$ cat src/rtl/core/gdec_pkg.sv
package gdec_pkg;

  typedef enum logic [3:0] {
    PH_SWEEP,
    PH_IDLE,
    PH_HEAD,
    PH_ENDS,
    PH_ILEN,
    PH_HINT,
    PH_FLAG,
    PH_REP,
    PH_FILL,
    PH_PRIME,
    PH_SETTLE,
    PH_COORD,
    PH_READ
  } gdec_phase_t;

  typedef enum logic [1:0] {
    CMD_FIRST = 2'd0,
    CMD_NEXT  = 2'd1,
    CMD_READ  = 2'd2,
    CMD_NONE  = 2'd3
  } gdec_cmd_t;

  localparam logic [2:0] ST_POINT     = 3'd0;
  localparam logic [2:0] ST_DONE      = 3'd1;
  localparam logic [2:0] ST_COMPOSITE = 3'd2;
  localparam logic [2:0] ST_TOOMANY   = 3'd3;
  localparam logic [2:0] ST_TRUNC     = 3'd4;
  localparam logic [2:0] ST_NOPOINT   = 3'd5;

  localparam int COORD_W = 27;
  localparam int FLAG_W  = 5;
  localparam int EPOCH_W = 8;

  // Bit positions inside a packed (5-bit) flag.
  localparam int F_ON    = 0;
  localparam int F_XS    = 1;
  localparam int F_YS    = 2;
  localparam int F_XSAME = 3;
  localparam int F_YSAME = 4;

  // Repeat bit inside a raw flag byte.
  localparam int B_REPEAT = 3;

  localparam logic [15:0] HEAD_BYTES  = 16'd10;
  localparam logic [16:0] POINT_LIMIT = 17'd10000;

  typedef struct packed {
    logic flag_we;
    logic x_we;
    logic y_we;
    logic end_we;
  } gdec_wr_t;

  // Keep on-curve, both short bits and both same bits.
  function automatic logic [FLAG_W-1:0] pack_flag(input logic [7:0] b);
    return {b[5], b[4], b[2], b[1], b[0]};
  endfunction

endpackage

$ cat src/rtl/core/gdec_ctrl.sv
module gdec_ctrl import gdec_pkg::*; #(
  parameter int MAX_POINTS = 1024
) (
  input  logic                          clk,
  input  logic                          rst,
  input  logic                          in_valid,
  output logic                          in_stall,
  input  logic [1:0]                    cmd,
  input  logic [7:0]                    glyph_byte,
  input  logic [9:0]                    point_index,
  output logic                          out_valid,
  input  logic                          out_stall,
  output logic [2:0]                    status,
  output logic signed [COORD_W-1:0]     point_x,
  output logic signed [COORD_W-1:0]     point_y,
  output logic                          curve_on,
  output logic                          ends_contour,
  output logic [10:0]                   point_count,
  output gdec_wr_t                      wr,
  output logic [$clog2(MAX_POINTS)-1:0] waddr,
  output logic [FLAG_W-1:0]             flag_wdata,
  output logic [COORD_W-1:0]            coord_wdata,
  output logic [EPOCH_W-1:0]            end_wdata,
  output logic [$clog2(MAX_POINTS)-1:0] rd_addr,
  input  logic [FLAG_W-1:0]             flag_rd,
  input  logic [COORD_W-1:0]            x_rd,
  input  logic [COORD_W-1:0]            y_rd,
  input  logic [EPOCH_W-1:0]            end_rd
);

  localparam int AW = $clog2(MAX_POINTS);
  localparam int CW = AW + 1;

  gdec_phase_t        phase, phase_next;
  logic [15:0]        byte_cnt, byte_cnt_next;
  logic [15:0]        contours, contours_next;
  logic [15:0]        last_end, last_end_next;
  logic [7:0]         held, held_next;
  logic [FLAG_W-1:0]  cur_flag, cur_flag_next;
  logic [7:0]         rep_left, rep_left_next;
  logic [CW-1:0]      cursor, cursor_next;
  logic [CW-1:0]      total, total_next;
  logic [COORD_W-1:0] running, running_next;
  logic               axis_y, axis_y_next;
  logic               glyph_ready, glyph_ready_next;
  logic [EPOCH_W-1:0] epoch, epoch_next;
  logic [AW-1:0]      sweep_addr, sweep_addr_next;
  logic               sweep_to_head, sweep_to_head_next;

  logic               out_load;
  logic [2:0]         res_status;
  logic [COORD_W-1:0] res_x, res_y;
  logic               res_on, res_end;
  logic [10:0]        res_cnt;

  logic               take_ok, acc;

  assign take_ok  = phase inside {PH_IDLE, PH_HEAD, PH_ENDS, PH_ILEN, PH_HINT,
                                  PH_FLAG, PH_REP, PH_COORD};
  assign in_stall = !take_ok || (out_valid && out_stall);
  assign acc      = in_valid && !in_stall;

  always_ff @(posedge clk) begin
    if (rst) begin
      phase         <= PH_SWEEP;
      byte_cnt      <= '0;
      contours      <= '0;
      last_end      <= '0;
      held          <= '0;
      cur_flag      <= '0;
      rep_left      <= '0;
      cursor        <= '0;
      total         <= '0;
      running       <= '0;
      axis_y        <= 1'b0;
      glyph_ready   <= 1'b0;
      epoch         <= '0;
      sweep_addr    <= '0;
      sweep_to_head <= 1'b0;
      out_valid     <= 1'b0;
    end else begin
      phase         <= phase_next;
      byte_cnt      <= byte_cnt_next;
      contours      <= contours_next;
      last_end      <= last_end_next;
      held          <= held_next;
      cur_flag      <= cur_flag_next;
      rep_left      <= rep_left_next;
      cursor        <= cursor_next;
      total         <= total_next;
      running       <= running_next;
      axis_y        <= axis_y_next;
      glyph_ready   <= glyph_ready_next;
      epoch         <= epoch_next;
      sweep_addr    <= sweep_addr_next;
      sweep_to_head <= sweep_to_head_next;
      if (out_load) begin
        out_valid <= 1'b1;
      end else if (out_valid && !out_stall) begin
        out_valid <= 1'b0;
      end
    end
  end

  always_ff @(posedge clk) begin
    if (out_load) begin
      status       <= res_status;
      point_x      <= res_x;
      point_y      <= res_y;
      curve_on     <= res_on;
      ends_contour <= res_end;
      point_count  <= res_cnt;
    end
  end

  always_comb begin
    logic [15:0]        word;
    logic [16:0]        n_pts;
    logic [COORD_W-1:0] delta;
    logic [CW-1:0]      cur_inc;
    logic               start_coords;
    logic               sh, sm, take_delta;

    word         = {held, glyph_byte};
    n_pts        = {1'b0, last_end} + 17'd1;
    cur_inc      = cursor + CW'(1);
    delta        = '0;
    start_coords = 1'b0;
    take_delta   = 1'b0;
    sh           = axis_y ? cur_flag[F_YS] : cur_flag[F_XS];
    sm           = axis_y ? cur_flag[F_YSAME] : cur_flag[F_XSAME];

    phase_next         = phase;
    byte_cnt_next      = byte_cnt;
    contours_next      = contours;
    last_end_next      = last_end;
    held_next          = held;
    cur_flag_next      = cur_flag;
    rep_left_next      = rep_left;
    cursor_next        = cursor;
    total_next         = total;
    running_next       = running;
    axis_y_next        = axis_y;
    glyph_ready_next   = glyph_ready;
    epoch_next         = epoch;
    sweep_addr_next    = sweep_addr;
    sweep_to_head_next = sweep_to_head;

    out_load   = 1'b0;
    res_status = ST_POINT;
    res_x      = '0;
    res_y      = '0;
    res_on     = 1'b0;
    res_end    = 1'b0;
    res_cnt    = '0;

    wr          = '0;
    waddr       = cursor[AW-1:0];
    flag_wdata  = pack_flag(glyph_byte);
    coord_wdata = running;
    end_wdata   = epoch;
    rd_addr     = cursor[AW-1:0];

    case (phase)
      PH_SWEEP: begin
        wr.end_we       = 1'b1;
        waddr           = sweep_addr;
        end_wdata       = '0;
        sweep_addr_next = sweep_addr + AW'(1);
        if (sweep_addr == AW'(MAX_POINTS - 1)) begin
          phase_next = sweep_to_head ? PH_HEAD : PH_IDLE;
        end
      end
      PH_READ: begin
        out_load   = 1'b1;
        res_status = ST_POINT;
        res_x      = x_rd;
        res_y      = y_rd;
        res_on     = flag_rd[F_ON];
        res_end    = (end_rd == epoch);
        res_cnt    = 11'(total);
        phase_next = PH_IDLE;
      end
      PH_PRIME: begin
        phase_next = PH_SETTLE;
      end
      PH_SETTLE: begin
        if (cursor >= total) begin
          if (axis_y) begin
            glyph_ready_next = 1'b1;
            out_load         = 1'b1;
            res_status       = ST_DONE;
            res_cnt          = 11'(total);
            phase_next       = PH_IDLE;
          end else begin
            axis_y_next   = 1'b1;
            cursor_next   = '0;
            running_next  = '0;
            byte_cnt_next = '0;
            phase_next    = PH_PRIME;
          end
        end else if ((axis_y ? flag_rd[F_YS] : flag_rd[F_XS]) ||
                     !(axis_y ? flag_rd[F_YSAME] : flag_rd[F_XSAME])) begin
          cur_flag_next = flag_rd;
          phase_next    = PH_COORD;
        end else begin
          // Unchanged coordinate: store it and look at the next flag now.
          wr.x_we     = !axis_y;
          wr.y_we     = axis_y;
          cursor_next = cur_inc;
          rd_addr     = cur_inc[AW-1:0];
        end
      end
      PH_FILL: begin
        wr.flag_we    = 1'b1;
        flag_wdata    = cur_flag;
        cursor_next   = cur_inc;
        rep_left_next = rep_left - 8'd1;
        if (rep_left == 8'd1 || cur_inc >= total) begin
          if (cur_inc < total) begin
            phase_next = PH_FLAG;
          end else begin
            start_coords = 1'b1;
          end
        end
      end
      default: begin
        if (acc) begin
          case (gdec_cmd_t'(cmd))
            CMD_READ: begin
              if (phase != PH_IDLE) begin
                glyph_ready_next = 1'b0;
                out_load         = 1'b1;
                res_status       = ST_TRUNC;
                phase_next       = PH_IDLE;
              end else if (!glyph_ready) begin
                out_load   = 1'b1;
                res_status = ST_NOPOINT;
              end else if (32'(point_index) >= 32'(total)) begin
                out_load   = 1'b1;
                res_status = ST_NOPOINT;
                res_cnt    = 11'(total);
              end else begin
                rd_addr    = AW'(point_index);
                phase_next = PH_READ;
              end
            end
            CMD_FIRST: begin
              glyph_ready_next = 1'b0;
              total_next       = '0;
              held_next        = glyph_byte;
              byte_cnt_next    = 16'd1;
              if (phase != PH_IDLE) begin
                out_load   = 1'b1;
                res_status = ST_TRUNC;
              end
              // New epoch retires all old end marks; clear on wrap.
              if (epoch == '1) begin
                epoch_next         = EPOCH_W'(1);
                sweep_addr_next    = '0;
                sweep_to_head_next = 1'b1;
                phase_next         = PH_SWEEP;
              end else begin
                epoch_next = epoch + EPOCH_W'(1);
                phase_next = PH_HEAD;
              end
            end
            CMD_NEXT: begin
              case (phase)
                PH_HEAD: begin
                  if (byte_cnt == 16'd1) contours_next = word;
                  byte_cnt_next = byte_cnt + 16'd1;
                  if (byte_cnt + 16'd1 >= HEAD_BYTES) begin
                    byte_cnt_next = '0;
                    if (contours_next[15]) begin
                      out_load   = 1'b1;
                      res_status = ST_COMPOSITE;
                      phase_next = PH_IDLE;
                    end else if (contours_next == 16'd0) begin
                      glyph_ready_next = 1'b1;
                      total_next       = '0;
                      out_load         = 1'b1;
                      res_status       = ST_DONE;
                      phase_next       = PH_IDLE;
                    end else begin
                      phase_next = PH_ENDS;
                    end
                  end
                end
                PH_ENDS: begin
                  if (byte_cnt == 16'd0) begin
                    held_next     = glyph_byte;
                    byte_cnt_next = 16'd1;
                  end else begin
                    byte_cnt_next = '0;
                    last_end_next = word;
                    if (32'(word) < MAX_POINTS) begin
                      wr.end_we = 1'b1;
                      waddr     = AW'(word);
                    end
                    contours_next = contours - 16'd1;
                    if (contours == 16'd1) phase_next = PH_ILEN;
                  end
                end
                PH_ILEN: begin
                  if (byte_cnt == 16'd0) begin
                    held_next     = glyph_byte;
                    byte_cnt_next = 16'd1;
                  end else if (n_pts > POINT_LIMIT || 32'(n_pts) > MAX_POINTS) begin
                    out_load   = 1'b1;
                    res_status = ST_TOOMANY;
                    phase_next = PH_IDLE;
                  end else begin
                    total_next    = CW'(n_pts);
                    byte_cnt_next = word;
                    cursor_next   = '0;
                    phase_next    = (word == 16'd0) ? PH_FLAG : PH_HINT;
                  end
                end
                PH_HINT: begin
                  byte_cnt_next = byte_cnt - 16'd1;
                  if (byte_cnt == 16'd1) phase_next = PH_FLAG;
                end
                PH_FLAG: begin
                  wr.flag_we  = 1'b1;
                  cursor_next = cur_inc;
                  if (glyph_byte[B_REPEAT]) begin
                    cur_flag_next = pack_flag(glyph_byte);
                    phase_next    = PH_REP;
                  end else if (cur_inc >= total) begin
                    start_coords = 1'b1;
                  end
                end
                PH_REP: begin
                  if (glyph_byte == 8'd0 || cursor >= total) begin
                    if (cursor < total) begin
                      phase_next = PH_FLAG;
                    end else begin
                      start_coords = 1'b1;
                    end
                  end else begin
                    rep_left_next = glyph_byte;
                    phase_next    = PH_FILL;
                  end
                end
                PH_COORD: begin
                  if (sh) begin
                    delta      = sm ? COORD_W'(glyph_byte) : (COORD_W'(0) - COORD_W'(glyph_byte));
                    take_delta = 1'b1;
                  end else if (byte_cnt == 16'd0) begin
                    held_next     = glyph_byte;
                    byte_cnt_next = 16'd1;
                  end else begin
                    byte_cnt_next = '0;
                    delta         = {{(COORD_W-16){word[15]}}, word};
                    take_delta    = 1'b1;
                  end
                  if (take_delta) begin
                    running_next = running + delta;
                    coord_wdata  = running + delta;
                    wr.x_we      = !axis_y;
                    wr.y_we      = axis_y;
                    cursor_next  = cur_inc;
                    phase_next   = PH_PRIME;
                  end
                end
                default: begin
                  // Stray byte with no open record: drop it.
                end
              endcase
            end
            default: begin
            end
          endcase
        end
      end
    endcase

    if (start_coords) begin
      axis_y_next   = 1'b0;
      cursor_next   = '0;
      running_next  = '0;
      byte_cnt_next = '0;
      phase_next    = PH_PRIME;
    end
  end

endmodule

$ cat config.mk
export PLATFORM = sky130hd
export DESIGN_NAME = gdec_ctrl
export DESIGN_NICKNAME = d
export VERILOG_FILES = /design/src/rtl/core/gdec_pkg.sv /design/src/rtl/core/gdec_ctrl.sv
export SDC_FILE = /design/constraint.sdc
export NUM_CORES = 1
export LEC_CHECK = 0
export ABC_AREA = 1
export ABC_CLOCK_PERIOD_IN_PS = 11000
export BUFFER_PORTS_ARGS = -buffer_cell sky130_fd_sc_hd__buf_2
export CAP_MARGIN = 20
export CORE_AREA = 3 3 188 190
export DETAILED_ROUTE_END_ITERATION = 8
export DIE_AREA = 0 0 191 193
export GPL_ROUTABILITY_DRIVEN = 0
export PLACE_DENSITY = 0.67
export SLEW_MARGIN = 10
export SYNTH_ARGS = -nofsm -noshare
export SYNTH_HDL_FRONTEND = slang
export SYNTH_SLANG_ARGS = --single-unit
$ cat constraint.sdc
create_clock -name clk -period 11 [get_ports clk]
set_input_delay 1.1 -clock clk [delete_from_list [all_inputs] [get_ports clk]]
set_output_delay 1.1 -clock clk [all_outputs]
set_load 0.05 [all_outputs]
==> results of run 1 <==
## critical path, stage by stage, from the launching register on
cell and delay [ns]:
sky130_fd_sc_hd__dfxtp_1 0.40, sky130_fd_sc_hd__inv_1 0.09, sky130_fd_sc_hd__ha_1 0.19, sky130_fd_sc_hd__nand2_1 0.14, sky130_fd_sc_hd__nor2_2 0.23, sky130_fd_sc_hd__nand2_1 0.41, sky130_fd_sc_hd__inv_2 0.35, sky130_fd_sc_hd__nand2_2 0.23
sky130_fd_sc_hd__nand3_1 0.14, sky130_fd_sc_hd__o21ai_0 0.19, sky130_fd_sc_hd__ha_1 0.39, sky130_fd_sc_hd__a21oi_1 0.16, sky130_fd_sc_hd__nand2_1 0.18, sky130_fd_sc_hd__a21oi_1 0.37, sky130_fd_sc_hd__or2_2 0.18, sky130_fd_sc_hd__nand3_1 0.14
sky130_fd_sc_hd__a21oi_1 0.18, sky130_fd_sc_hd__o21ai_0 0.12, sky130_fd_sc_hd__o21ai_0 0.12, sky130_fd_sc_hd__o21ai_0 0.11, sky130_fd_sc_hd__inv_1 0.06, sky130_fd_sc_hd__buf_2 0.25
## sequential cells by signal, summed over array words and instances (netlist names), 8 cells and up
signal	flops
rep_left	8
held	8
point_count	11
point_y	27
last_end	16
cursor	11
running	27
total	11
point_x	27
byte_cnt	16
epoch	8
sweep_addr	10
contours	16
## power groups by stage
stage	combinational (mW)	sequential, mW	clock (mW)
after global placement	1.69	0.994	0
after global routing	1.87	0.988	0.894
after CTS	1.70	0.979	0.863
final	1.73	0.980	0.848
after detailed placement	1.69	0.995	0
after floorplan	1.12	1.13	0
## logic make-up after synthesis
| logic type | Yosys count | synth area share |
|---|---|---|
| AOI/OAI and AO/OA | 473 | 0.176 |
| muxes | 7 | 0.00461 |
| adders and majority gates | 72 | 0.0597 |
| and+or+nand+nor | 1054 | 0.298 |
| DFF | 214 | 0.328 |
| buffers and inverters | 383 | 0.100 |
| xor gates and xnor gates | 58 | 0.0334 |
## Yosys cell counts (all sizes together) (2+ instances only)
cell type  instances
nor2             324
xnor2             16
xor2              42
a211oi            10
o21ai            161
o211ai            14
ha                71
or2                6
nand3b             5
a221o              3
a21boi             3
o21bai             5
inv              297
clkinv             8
a31oi             23
o21a               5
edfxtp            70
o2111ai            2
o22ai              6
nor3b              2
nand2            487
clkbuf            48
o32ai              3
buf               30
nor4              11
o221ai             8
a21o               6
nand4             38
dfxtp            144
o31ai              6
a221oi            10
mux2i              7
and3               4
nand3            129
nor3              47
a21oi            203
## worst max-delay path by stage
stage                                 end  slack [ns]  cells past startpoint
after global routing      coord_wdata[23]        4.49                     21
after CTS                 coord_wdata[23]        4.92                     21
after detailed placement  coord_wdata[23]        4.99                     21
after global placement    coord_wdata[23]        5.11                     21
final                     coord_wdata[23]        4.72                     21
after floorplan           coord_wdata[17]        5.22                     17
## final cells by class
type                            instances  area (sq um)  area share
Multi-Input combinational cell       1664          8700       0.499
Timing Repair Buffer                  237          1210      0.0696
Clock inverter                         12           116     0.00667
Clock buffer                           35           724      0.0415
Sequential cell                       214          4980       0.286
Inverter                              305          1140      0.0656
Tap cell                              448           561      0.0321
## metal layers
layer / GRT usage / vias to the layer above / part of all wire
li1: - / 7884 / -
met1: 0.351 / 7354 / 0.42
met2: 0.446 / 791 / 0.44
met3: 0.0447 / 144 / 0.097
met4: 0.0948 / 0 / 0.042
met5: 0 / - / 0
## metrics by stage
| step | std cells | total power [mW] | instance area, sq um |
|---|---|---|---|
| floorplan | 2261 | 2.25 | 15200 |
| global placement | 2868 | 2.68 | 16600 |
| detailed placement | 2868 | 2.69 | 16600 |
| CTS | 2915 | 3.54 | 17400 |
| global route | 2915 | 3.75 | 17400 |
| finish | 2915 | 3.56 | 17400 |
==> summary.txt, run 1 <==
Cells and area
  – Ratio of cells with drive above 1 in the final layout: 0.139
  – Most frequent standard cell in the layout excluding fill and tap cells: sky130_fd_sc_hd__nand2_1
  – Post-route core utilization: 0.519
  – Area growth, synth to finish: 14.7%
  – Final nets: 2611
  – # fillers: 3401
  – Antenna Cells: 0
  – Highest-count cells in the layout ignoring fill and taps: 479 x sky130_fd_sc_hd__nand2_1, 304 x sky130_fd_sc_hd__nor2_1, 281 x sky130_fd_sc_hd__inv_1, 226 x sky130_fd_sc_hd__buf_2, 202 x sky130_fd_sc_hd__a21oi_1

GRT
  – Total grt overflow: 0
  – Pin count of the biggest net entering global routing: 71
  – Initial antenna violation count: 0
  – Vias in the first global route: 14900
  – Wire length of the first global-routing pass: 79.6 mm
  – Total GRT Usage: 0.267

Detailed routing
  – Average wire length per cell after detail routing: 17.6 um
  – DRC marker count from the first detailed-route iteration: 1561
  – Ratio of routed vias to standard cells: 5.55
  – TritonRoute pass-1 iters: 6
  – Detailed-route via count: 16200
  – Count of antenna-violating nets left after detailed routing: 0
  – Wire length reported by the detailed router: 51.2 mm
  – Residual DRC count: 0

Synth
  – Most used DFF post-synth: sky130_fd_sc_hd__dfxtp_1
  – Number of warnings issued by yosys: 0
  – Number of flops mapped to enable cells by yosys: 70
  – Number of synthesized register bits: 214
  – Mapped Nets: 2424
  – Async SR Flop Fraction: 0
  – Register area share after synthesis: 0.328
  – Number of distinct library cells after synthesis: 61
  – Syn_area_per_cell: 6.73 sq um
  – Top post-synthesis cells by area: sky130_fd_sc_hd__dfxtp_1 19%, sky130_fd_sc_hd__edfxtp_1 14%, sky130_fd_sc_hd__nand2_1 12%
  – Top cell type's share of synthesized area: 0.190
  – Post-synthesis cell count: 2261
  – Cell area after synthesis: 0.0152 sq mm
  – Cell accounting for the most synthesized area: sky130_fd_sc_hd__dfxtp_1

Worst setup path
  – Required time reported for the critical path endpoint: 9.90 ns
  – Launching element type of the critical path: register
  – Critical setup path kind: register to output port
  – Reg2reg start: byte_cnt[0]
  – Flop-to-flop setup slack: 6.47 ns
  – Launch point of the worst path: byte_cnt[0]
  – Endpoint of the worst-slack reg-to-reg timing path: running[23]
  – CP arrival: 5.18 ns
  – Critical path peak fanout: 12
  – Category of the worst setup path capture point: output port
  – R2r worst-path depth: 20

Floorplanning
  – I/O pins: 227
  – Placeable core region: 0.0336 sq mm
  – Horizontal extent of the die: 191 um
  – Effective utilization at floorplan: 0.452
  – Die Area: 0.0369 sq mm
  – # rows: 67
  – Height of the die: 193 um

CTS
  – Worst-Skew Late Latency: 0.55 ns
  – Clock tree from TritonCTS: yes
  – Root cell of the clock tree: sky130_fd_sc_hd__clkbuf_16
  – Gates resized, CTS repair: 0
  – Clock-pin slew on the worst setup and hold paths: 0.06 ns
  – Number of post-CTS setup repair buffers: 0
  – Hold buffer count at CTS: 0
  – Number of CTS-inserted buffers: 26
  – Total number of H-tree levels: 1
  – Clock buffer depth: 3
  – Count of clock tree sinks: 214

Worst hold path
  – Class of the tightest hold or removal check: register to register
  – Worst Min Path Start: running[26]
  – Hold Path Sink: running[26]
  – Worst hold path cell count: 2

STA
  – Final count of hold timing violations: 0
  – Final setup margin: 4.72 ns
  – Rel. slew slack: 0.366
  – Maximum operating frequency: 159 MHz
  – Unrepaired setup endpoints after global routing: no
  – Measured slew at the worst slew-check pin: 0.944 ns
  – Final worst hold slack: 0.485 ns
  – Setup Total Neg Slack: 0 ns
  – Setup-failing EPs final: 0
  – Count of final max-slew check failures: 0
  – Clock skew: 0.0262 ns
  – Fin crit share: 0.571
  – Final min period: 6.28 ns

Placement
  – Post-detailed-placement half-perimeter wirelength: 38.9 mm
  – Port-buffer cells: 226
  – Worst-case setup slack after placement: 4.99 ns

Pwr
  – PwrDens: 204 mW/mm^2
  – Cell internal power dissipation: 1.80 mW
  – Power spent charging and discharging nets: 1.75 mW
  – Leakage power figure: 8.01 nW
  – Combinational group share of total power: 0.486
  – Worst IR Drop VDD: 0.165 mV
  – Clock share of power: 0.239
  – Net switching share of the total power: 0.493
  – Share of power burned in registers: 0.276

Flow run
  – Max-cap viol count: 0

Status
  – Run status: complete, no violations
Note: power is estimated with default switching activity, not from simulation.
==> run 2, diff against run 1 <==
Settings changed: ABC_CLOCK_PERIOD_IN_PS 11000 to 5300, PLACE_DENSITY 0.67 to 0.7.
Clock period 11 ns to 5.3 ns, I/O delays scaled along.
==> summary.txt, run 2 (same netlist as run 1, synthesis figures left out) <==
Cells and area
  – Final nets: 2622 (+0.42%)
  – Most frequent standard cell in the layout excluding fill and tap cells: sky130_fd_sc_hd__nand2_1
  – Antenna Cells: 0 (unchanged)
  – Area growth, synth to finish: 15.3%
  – Highest-count cells in the layout ignoring fill and taps: 479 x sky130_fd_sc_hd__nand2_1, 302 x sky130_fd_sc_hd__nor2_1, 280 x sky130_fd_sc_hd__inv_1, 225 x sky130_fd_sc_hd__buf_2, 201 x sky130_fd_sc_hd__a21oi_1
  – Final std cells w/o fill: 2924 (+0.31%)
  – Largest regs: point_x x27, point_y x27, running x27
  – Ratio of cells with drive above 1 in the final layout: 0.144 (+0.00555)

CTS
  – Total number of H-tree levels: 1 (unchanged)
  – Clock-pin slew on the worst setup and hold paths: 0.07 ns (about the same)
  – Gates resized, CTS repair: 0 (unchanged)
  – Worst-Skew Late Latency: 0.54 ns (about the same)
  – Count of clock tree sinks: 214 (unchanged)
  – Root cell of the clock tree: sky130_fd_sc_hd__clkbuf_16
  – Hold buffer count at CTS: 0 (unchanged)
  – Number of post-CTS setup repair buffers: 0 (unchanged)
  – Number of CTS-inserted buffers: 24 (-7.7%)
  – Clock buffer depth: 3 (unchanged)
  – Clock tree from TritonCTS: yes

STA
  – Clock skew: 0.0236 ns (-0.00263 ns)
  – Maximum operating frequency: 203 MHz
  – Fin crit share: 0.930
  – Final count of hold timing violations: 0 (unchanged)
  – Rel. slew slack: 0.385 (+0.0189)
  – Final min period: 4.93 ns
  – Count of final max-slew check failures: 0 (unchanged)
  – Final worst hold slack: 0.282 ns (-0.202 ns)
  – Setup-failing EPs final: 0 (unchanged)
  – Measured slew at the worst slew-check pin: 0.919 ns (-0.0259 ns)
  – Setup Total Neg Slack: 0 ns (unchanged)
  – Unrepaired setup endpoints after global routing: no

Worst hold path
  – Worst hold path cell count: 3 (+1)
  – Class of the tightest hold or removal check: input pin to register
  – Hold Path Sink: point_y[2]
  – Worst Min Path Start: y_rd[2]

Floorplanning
  – Height of the die: 193 um (unchanged)
  – Die Area: 0.0369 sq mm (unchanged)
  – Placeable core region: 0.0336 sq mm (unchanged)
  – Horizontal extent of the die: 191 um (unchanged)
  – # rows: 67 (unchanged)
  – Effective utilization at floorplan: 0.452 (unchanged)
  – I/O pins: 227 (unchanged)

Worst setup path
  – Flop-to-flop setup slack: 1.46 ns (-5.01 ns)
  – Category of the worst setup path capture point: output port
  – Endpoint of the worst-slack reg-to-reg timing path: running[19]
  – Reg2reg start: byte_cnt[0]
  – Required time reported for the critical path endpoint: 4.77 ns (-5.13 ns)
  – Critical path peak fanout: 12 (unchanged)
  – CP arrival: 4.40 ns (-0.78 ns)
  – R2r worst-path depth: 21 (+5.0%)
  – Launching element type of the critical path: register
  – Critical setup path kind: register to output port

GRT
  – Vias in the first global route: 15300 (+3.1%)
  – Wire length of the first global-routing pass: 79.7 mm (+0.15%)
  – Total grt overflow: 0 (unchanged)
  – Initial antenna violation count: 3 (+3)
  – Pin count of the biggest net entering global routing: 56 (-21%)
  – Total GRT Usage: 0.266 (-0.000722)

Detailed routing
  – Count of antenna-violating nets left after detailed routing: 0 (unchanged)
  – Ratio of routed vias to standard cells: 5.60 (+0.91%)
  – Detailed-route via count: 16400 (+1.2%)
  – Average wire length per cell after detail routing: 17.4 um (-1.1%)
  – DRC marker count from the first detailed-route iteration: 1586 (+1.6%)
  – Wire length reported by the detailed router: 50.8 mm (-0.78%)
  – TritonRoute pass-1 iters: 6 (unchanged)
  – Residual DRC count: 0 (unchanged)

Flow run
  – Max-cap viol count: 0 (unchanged)

Pwr
  – PwrDens: 422 mW/mm^2 (+110%)
  – Leakage power figure: 8.07 nW (+0.66%)
  – Worst IR Drop VDD: 0.340 mV (+110%)

Placement
  – Post-detailed-placement half-perimeter wirelength: 39.1 mm (+0.60%)
  – Port-buffer cells: 226 (unchanged)
  – Placed instance count: 2881 (+0.45%)

Status
  – Run status: complete, no violations
run 2: worst max path at each step:
stage	from	endpoint	slack (ns)	cells past startpoint
5_1_grt	byte_cnt[1]	coord_wdata[23]	0.006	21
3_3_place_gp	glyph_byte[1]	coord_wdata[23]	0.50	21
2_1_floorplan	glyph_byte[0]	coord_wdata[17]	0.66	17
3_5_place_dp	glyph_byte[1]	coord_wdata[23]	0.40	21
4_1_cts	byte_cnt[0]	coord_wdata[23]	0.26	21
6_report	byte_cnt[0]	coord_wdata[23]	0.37	21
run 2: final cells by class:
type | count | area (sq um)
multi-input combinational | 1664 | 8720
inverter | 305 | 1140
clock buffer | 30 | 643
sequential | 214 | 4990
fill | 3321 | 16100
clock inverter | 13 | 156
tap | 448 | 561
timing repair buffer | 250 | 1330
run 2: critical path, stage by stage (launching register included):
cell,delay [ns]
sky130_fd_sc_hd__dfxtp_2,0.36
sky130_fd_sc_hd__inv_1,0.07
sky130_fd_sc_hd__ha_1,0.20
sky130_fd_sc_hd__nand2_1,0.16
sky130_fd_sc_hd__nor2_2,0.22
sky130_fd_sc_hd__nand2_1,0.13
sky130_fd_sc_hd__inv_2,0.21
sky130_fd_sc_hd__nor2_1,0.12
sky130_fd_sc_hd__o21bai_1,0.23
sky130_fd_sc_hd__inv_2,0.17
sky130_fd_sc_hd__ha_1,0.40
sky130_fd_sc_hd__nand2_1,0.11
sky130_fd_sc_hd__nor2_2,0.18
sky130_fd_sc_hd__nand4_1,0.12
sky130_fd_sc_hd__or2_2,0.31
sky130_fd_sc_hd__nand3_1,0.13
sky130_fd_sc_hd__a21oi_1,0.07
sky130_fd_sc_hd__o21ai_0,0.08
sky130_fd_sc_hd__o21ai_0,0.13
sky130_fd_sc_hd__o21ai_0,0.18
sky130_fd_sc_hd__inv_1,0.06
sky130_fd_sc_hd__buf_2,0.21
run 2: layer usage:
| metal | vias to the layer above | global-route usage | wire length, um |
|---|---|---|---|
| met5 | - | 0 | 38 |
| met4 | 6 | 0.127 | 2720 |
| li1 | 7928 | - | - |
| met3 | 177 | 0.0503 | 5250 |
| met1 | 7379 | 0.343 | 20500 |
| met2 | 880 | 0.433 | 22300 |
run 2: power by group:
| group | internal, mW | switching [mW] | leakage [nW] | total [mW] |
|---|---|---|---|---|
| sequential | 1.91 | 0.123 | 1.82 | 2.03 |
| clock | 1.01 | 0.704 | 0.393 | 1.71 |
| combinational | 0.856 | 2.81 | 5.85 | 3.66 |
| total | 3.77 | 3.64 | 8.07 | 7.41 |
run 2: metrics by stage:
stage               instance area (sq um)  setup WS, ns   util  power [mW]
floorplan                           15200         0.660      -        4.68
global placement                    16700         0.500  0.497        5.61
finish                              17500         0.373  0.522        7.41
CTS                                 17500         0.261  0.521        7.37
global route                        17500       0.00605  0.522        7.82
detailed placement                  16700         0.396  0.497        5.63
==> run 3, diff against run 2 <==
Settings changed: ABC_AREA 1 to 0, CORE_AREA 3 3 188 190 to 3 3 181 183, DIE_AREA 0 0 191 193 to 0 0 184 186.
==> summary.txt, run 3 <==
Floorplanning
  – I/O pins: 227 (unchanged)
  – # rows: 65 (-3.0%)
  – Effective utilization at floorplan: 0.448 (-0.00462)
  – Die Area: 0.0342 sq mm (-7.2%)
  – Horizontal extent of the die: 184 um (-3.7%)
  – Height of the die: 186 um (-3.6%)
  – Placeable core region: 0.0314 sq mm (-6.6%)

Cells and area
  – Post-route core utilization: 0.537 (+0.0154)
  – Final nets: 2153 (-18%)
  – Area growth, synth to finish: 19.9%
  – Final std cells w/o fill: 2412 (-18%)
  – Highest-count cells in the layout ignoring fill and taps: 253 x sky130_fd_sc_hd__nand2_1, 223 x sky130_fd_sc_hd__buf_2, 187 x sky130_fd_sc_hd__nor2_1, 145 x sky130_fd_sc_hd__a21oi_1, 143 x sky130_fd_sc_hd__dfxtp_1
  – Largest regs: point_x x27, point_y x27, running x27
  – Most frequent standard cell in the layout excluding fill and tap cells: sky130_fd_sc_hd__nand2_1
  – Antenna Cells: 0 (unchanged)
  – Ratio of cells with drive above 1 in the final layout: 0.195 (+0.0503)

Placement
  – Post-detailed-placement half-perimeter wirelength: 32.5 mm (-17%)
  – Port-buffer cells: 226 (unchanged)
  – Placed instance count: 2354 (-18%)

Worst setup path
  – Category of the worst setup path capture point: output port
  – Most used cell along the critical path: sky130_fd_sc_hd__buf_4
  – Crit-path slowest cell: sky130_fd_sc_hd__or4_1
  – Critical setup path kind: input pin to output port
  – Critical path peak fanout: 5 (-7)
  – Highest cell delay on the worst timing path: 0.47 ns (+0.07 ns)
  – Family with the most delay on the worst path: simple AND/OR/NAND/NOR gates
  – Required time reported for the critical path endpoint: 4.77 ns (about the same)
  – Cells along the critical path: buf_2 -> inv_1 -> ha_2 -> or4b_1 -> or4_1 -> a21oi_2 -> a21o_1 -> buf_4 -> nor2_1 -> ha_1 -> nand4_1 -> or2_1 -> o311a_1 -> nor3b_2 -> a211oi_2 -> mux2i_2 -> buf_4 -> xor2_4 -> clkbuf_4
  – Launching element type of the critical path: input pin
  – CP bufs+invs: 5 (unchanged)
  – CP arrival: 4.59 ns (+0.19 ns)

CTS
  – Clock buffer depth: 3 (unchanged)
  – Count of clock tree sinks: 214 (unchanged)
  – Worst-Skew Late Latency: 0.54 ns (about the same)
  – Hold buffer count at CTS: 0 (unchanged)
  – Number of CTS-inserted buffers: 26 (+8.3%)
  – Clock-pin slew on the worst setup and hold paths: 0.06 ns (about the same)
  – Total number of H-tree levels: 1 (unchanged)
  – Clock tree from TritonCTS: yes
  – Root cell of the clock tree: sky130_fd_sc_hd__clkbuf_16

STA
  – Rel. slew slack: 0.314 (-0.0712)
  – Final count of hold timing violations: 0 (unchanged)
  – Final min period: 5.12 ns (+0.192 ns)
  – Clock skew: 0.0244 ns (+0.000846 ns)
  – Fin crit share: 0.966 (+0.0363)
  – Measured slew at the worst slew-check pin: 1.02 ns (+0.103 ns)
  – Final worst hold slack: 0.262 ns (-0.0203 ns)
  – Count of final max-slew check failures: 0 (unchanged)
  – Setup-failing EPs final: 0 (unchanged)
  – Setup Total Neg Slack: 0 ns (unchanged)
  – Maximum operating frequency: 195 MHz (-3.8%)

Detailed routing
  – TritonRoute pass-1 iters: 8 (+2)
  – Wire length reported by the detailed router: 45.3 mm (-11%)
  – DRC marker count from the first detailed-route iteration: 1717 (+8.3%)
  – Detailed-route via count: 14300 (-13%)
  – Count of antenna-violating nets left after detailed routing: 0 (unchanged)
  – Ratio of routed vias to standard cells: 5.92 (+5.8%)
  – Average wire length per cell after detail routing: 18.8 um (+8.0%)
  – Residual DRC count: 0 (unchanged)

Synth
  – Number of synthesized register bits: 214 (unchanged)
  – Top-count cell post-synth: sky130_fd_sc_hd__nand2_1
  – Mapped Nets: 1935 (-20%)
  – Top post-synthesis cells by area: sky130_fd_sc_hd__dfxtp_1 21%, sky130_fd_sc_hd__edfxtp_1 15%, sky130_fd_sc_hd__nand2_1 6.8%
  – Syn_area_per_cell: 7.93 sq um (+18%)
  – Post-synthesis cell count: 1772 (-22%)
  – Post-synth top cells: 253 x sky130_fd_sc_hd__nand2_1, 190 x sky130_fd_sc_hd__nor2_1, 148 x sky130_fd_sc_hd__a21oi_1
  – Cell area after synthesis: 0.0141 sq mm (-7.6%)
  – Async SR Flop Fraction: 0 (unchanged)
  – Register area share after synthesis: 0.355 (+0.0268)
  – Most used DFF post-synth: sky130_fd_sc_hd__dfxtp_1
  – Number of distinct library cells after synthesis: 85 (+39%)
  – Cell accounting for the most synthesized area: sky130_fd_sc_hd__dfxtp_1
  – Top cell type's share of synthesized area: 0.205 (+0.0155)
  – Number of warnings issued by yosys: 0 (unchanged)
  – Number of flops mapped to enable cells by yosys: 70 (unchanged)

Pwr
  – PwrDens: 216 mW/mm^2 (-49%)
  – Worst IR Drop VDD: 0.250 mV (-26%)
  – Leakage power figure: 6.58 nW (-18%)

GRT
  – Pin count of the biggest net entering global routing: 59 (+5.4%)
  – Initial antenna violation count: 0 (-3)
  – Total GRT Usage: 0.251 (-0.0151)
  – Total grt overflow: 0 (unchanged)
  – Vias in the first global route: 13200 (-14%)
  – Wire length of the first global-routing pass: 69.9 mm (-12%)

Flow run
  – Max-cap viol count: 0 (unchanged)

Worst hold path
  – Class of the tightest hold or removal check: input pin to register

Status
  – Run status: complete, no violations
[run 3: logic make-up (layout without fill, tap and decap cells)]
family / count (synthesis) / after routing / synth area share
DFF: 214 / 214 / 0.355
muxes: 25 / 25 / 0.0181
AOI/OAI and AO/OA: 463 / 463 / 0.214
xor gates and xnor gates: 70 / 70 / 0.0436
and+or+nand+nor: 769 / 769 / 0.262
adders and majority gates: 72 / 72 / 0.0646
buffers and inverters: 159 / 397 / 0.0437
[run 3: power breakdown]
part	switching (mW)	total, mW	internal, mW	leakage (nW)
sequential	0.00237	1.69	1.68	1.65
clock	0.715	1.81	1.10	0.441
combinational	0.0981	0.150	0.0518	4.50
total	0.816	3.65	2.83	6.58
[run 3: cell type report]
class | instances | area, sq um
clock buffers | 38 | 763
clock inverters | 10 | 116
fillers | 2948 | 14500
inverters | 51 | 191
multi-input cells | 1399 | 8620
flip-flops and latches | 214 | 4990
well taps | 402 | 503
repair buffers | 298 | 1680
[run 3: layer usage]
metal | vias up | GRT usage | routed length (um)
li1 | 6803 | - | -
met1 | 6620 | 0.337 | 18800
met2 | 733 | 0.414 | 20500
met3 | 134 | 0.0410 | 4360
met4 | 0 | 0.0853 | 1700
met5 | - | 0 | 0
[run 3: what timing repair did]
item	in CTS	in global routing
cloned	0	0
gates resized for setup	4	24
pin swaps	0	6
setup endpoints to repair	3	14
setup buffers	0	9
[run 3: worst paths after layout]
check	startpoint	endpoint	slack [ns]	depth (start not counted)
worst max register to register	byte_cnt[1]	running[26]	1.12	19
worst min-delay path	y_rd[9]	point_y[9]	0.26	2
worst min register to register	last_end[14]	last_end[14]	0.46	2
worst max-delay path	glyph_byte[0]	coord_wdata[26]	0.18	19
[run 3: stage by stage]
stage	power [mW]	setup WS [ns]	area [sq um]
finish	3.65	0.181	16900
global route	3.76	-0.0258	16900
CTS	3.68	0.0188	16700
detailed placement	1.87	0.0439	15800
global placement	1.87	0.134	15800
floorplan	1.79	0.0159	14100
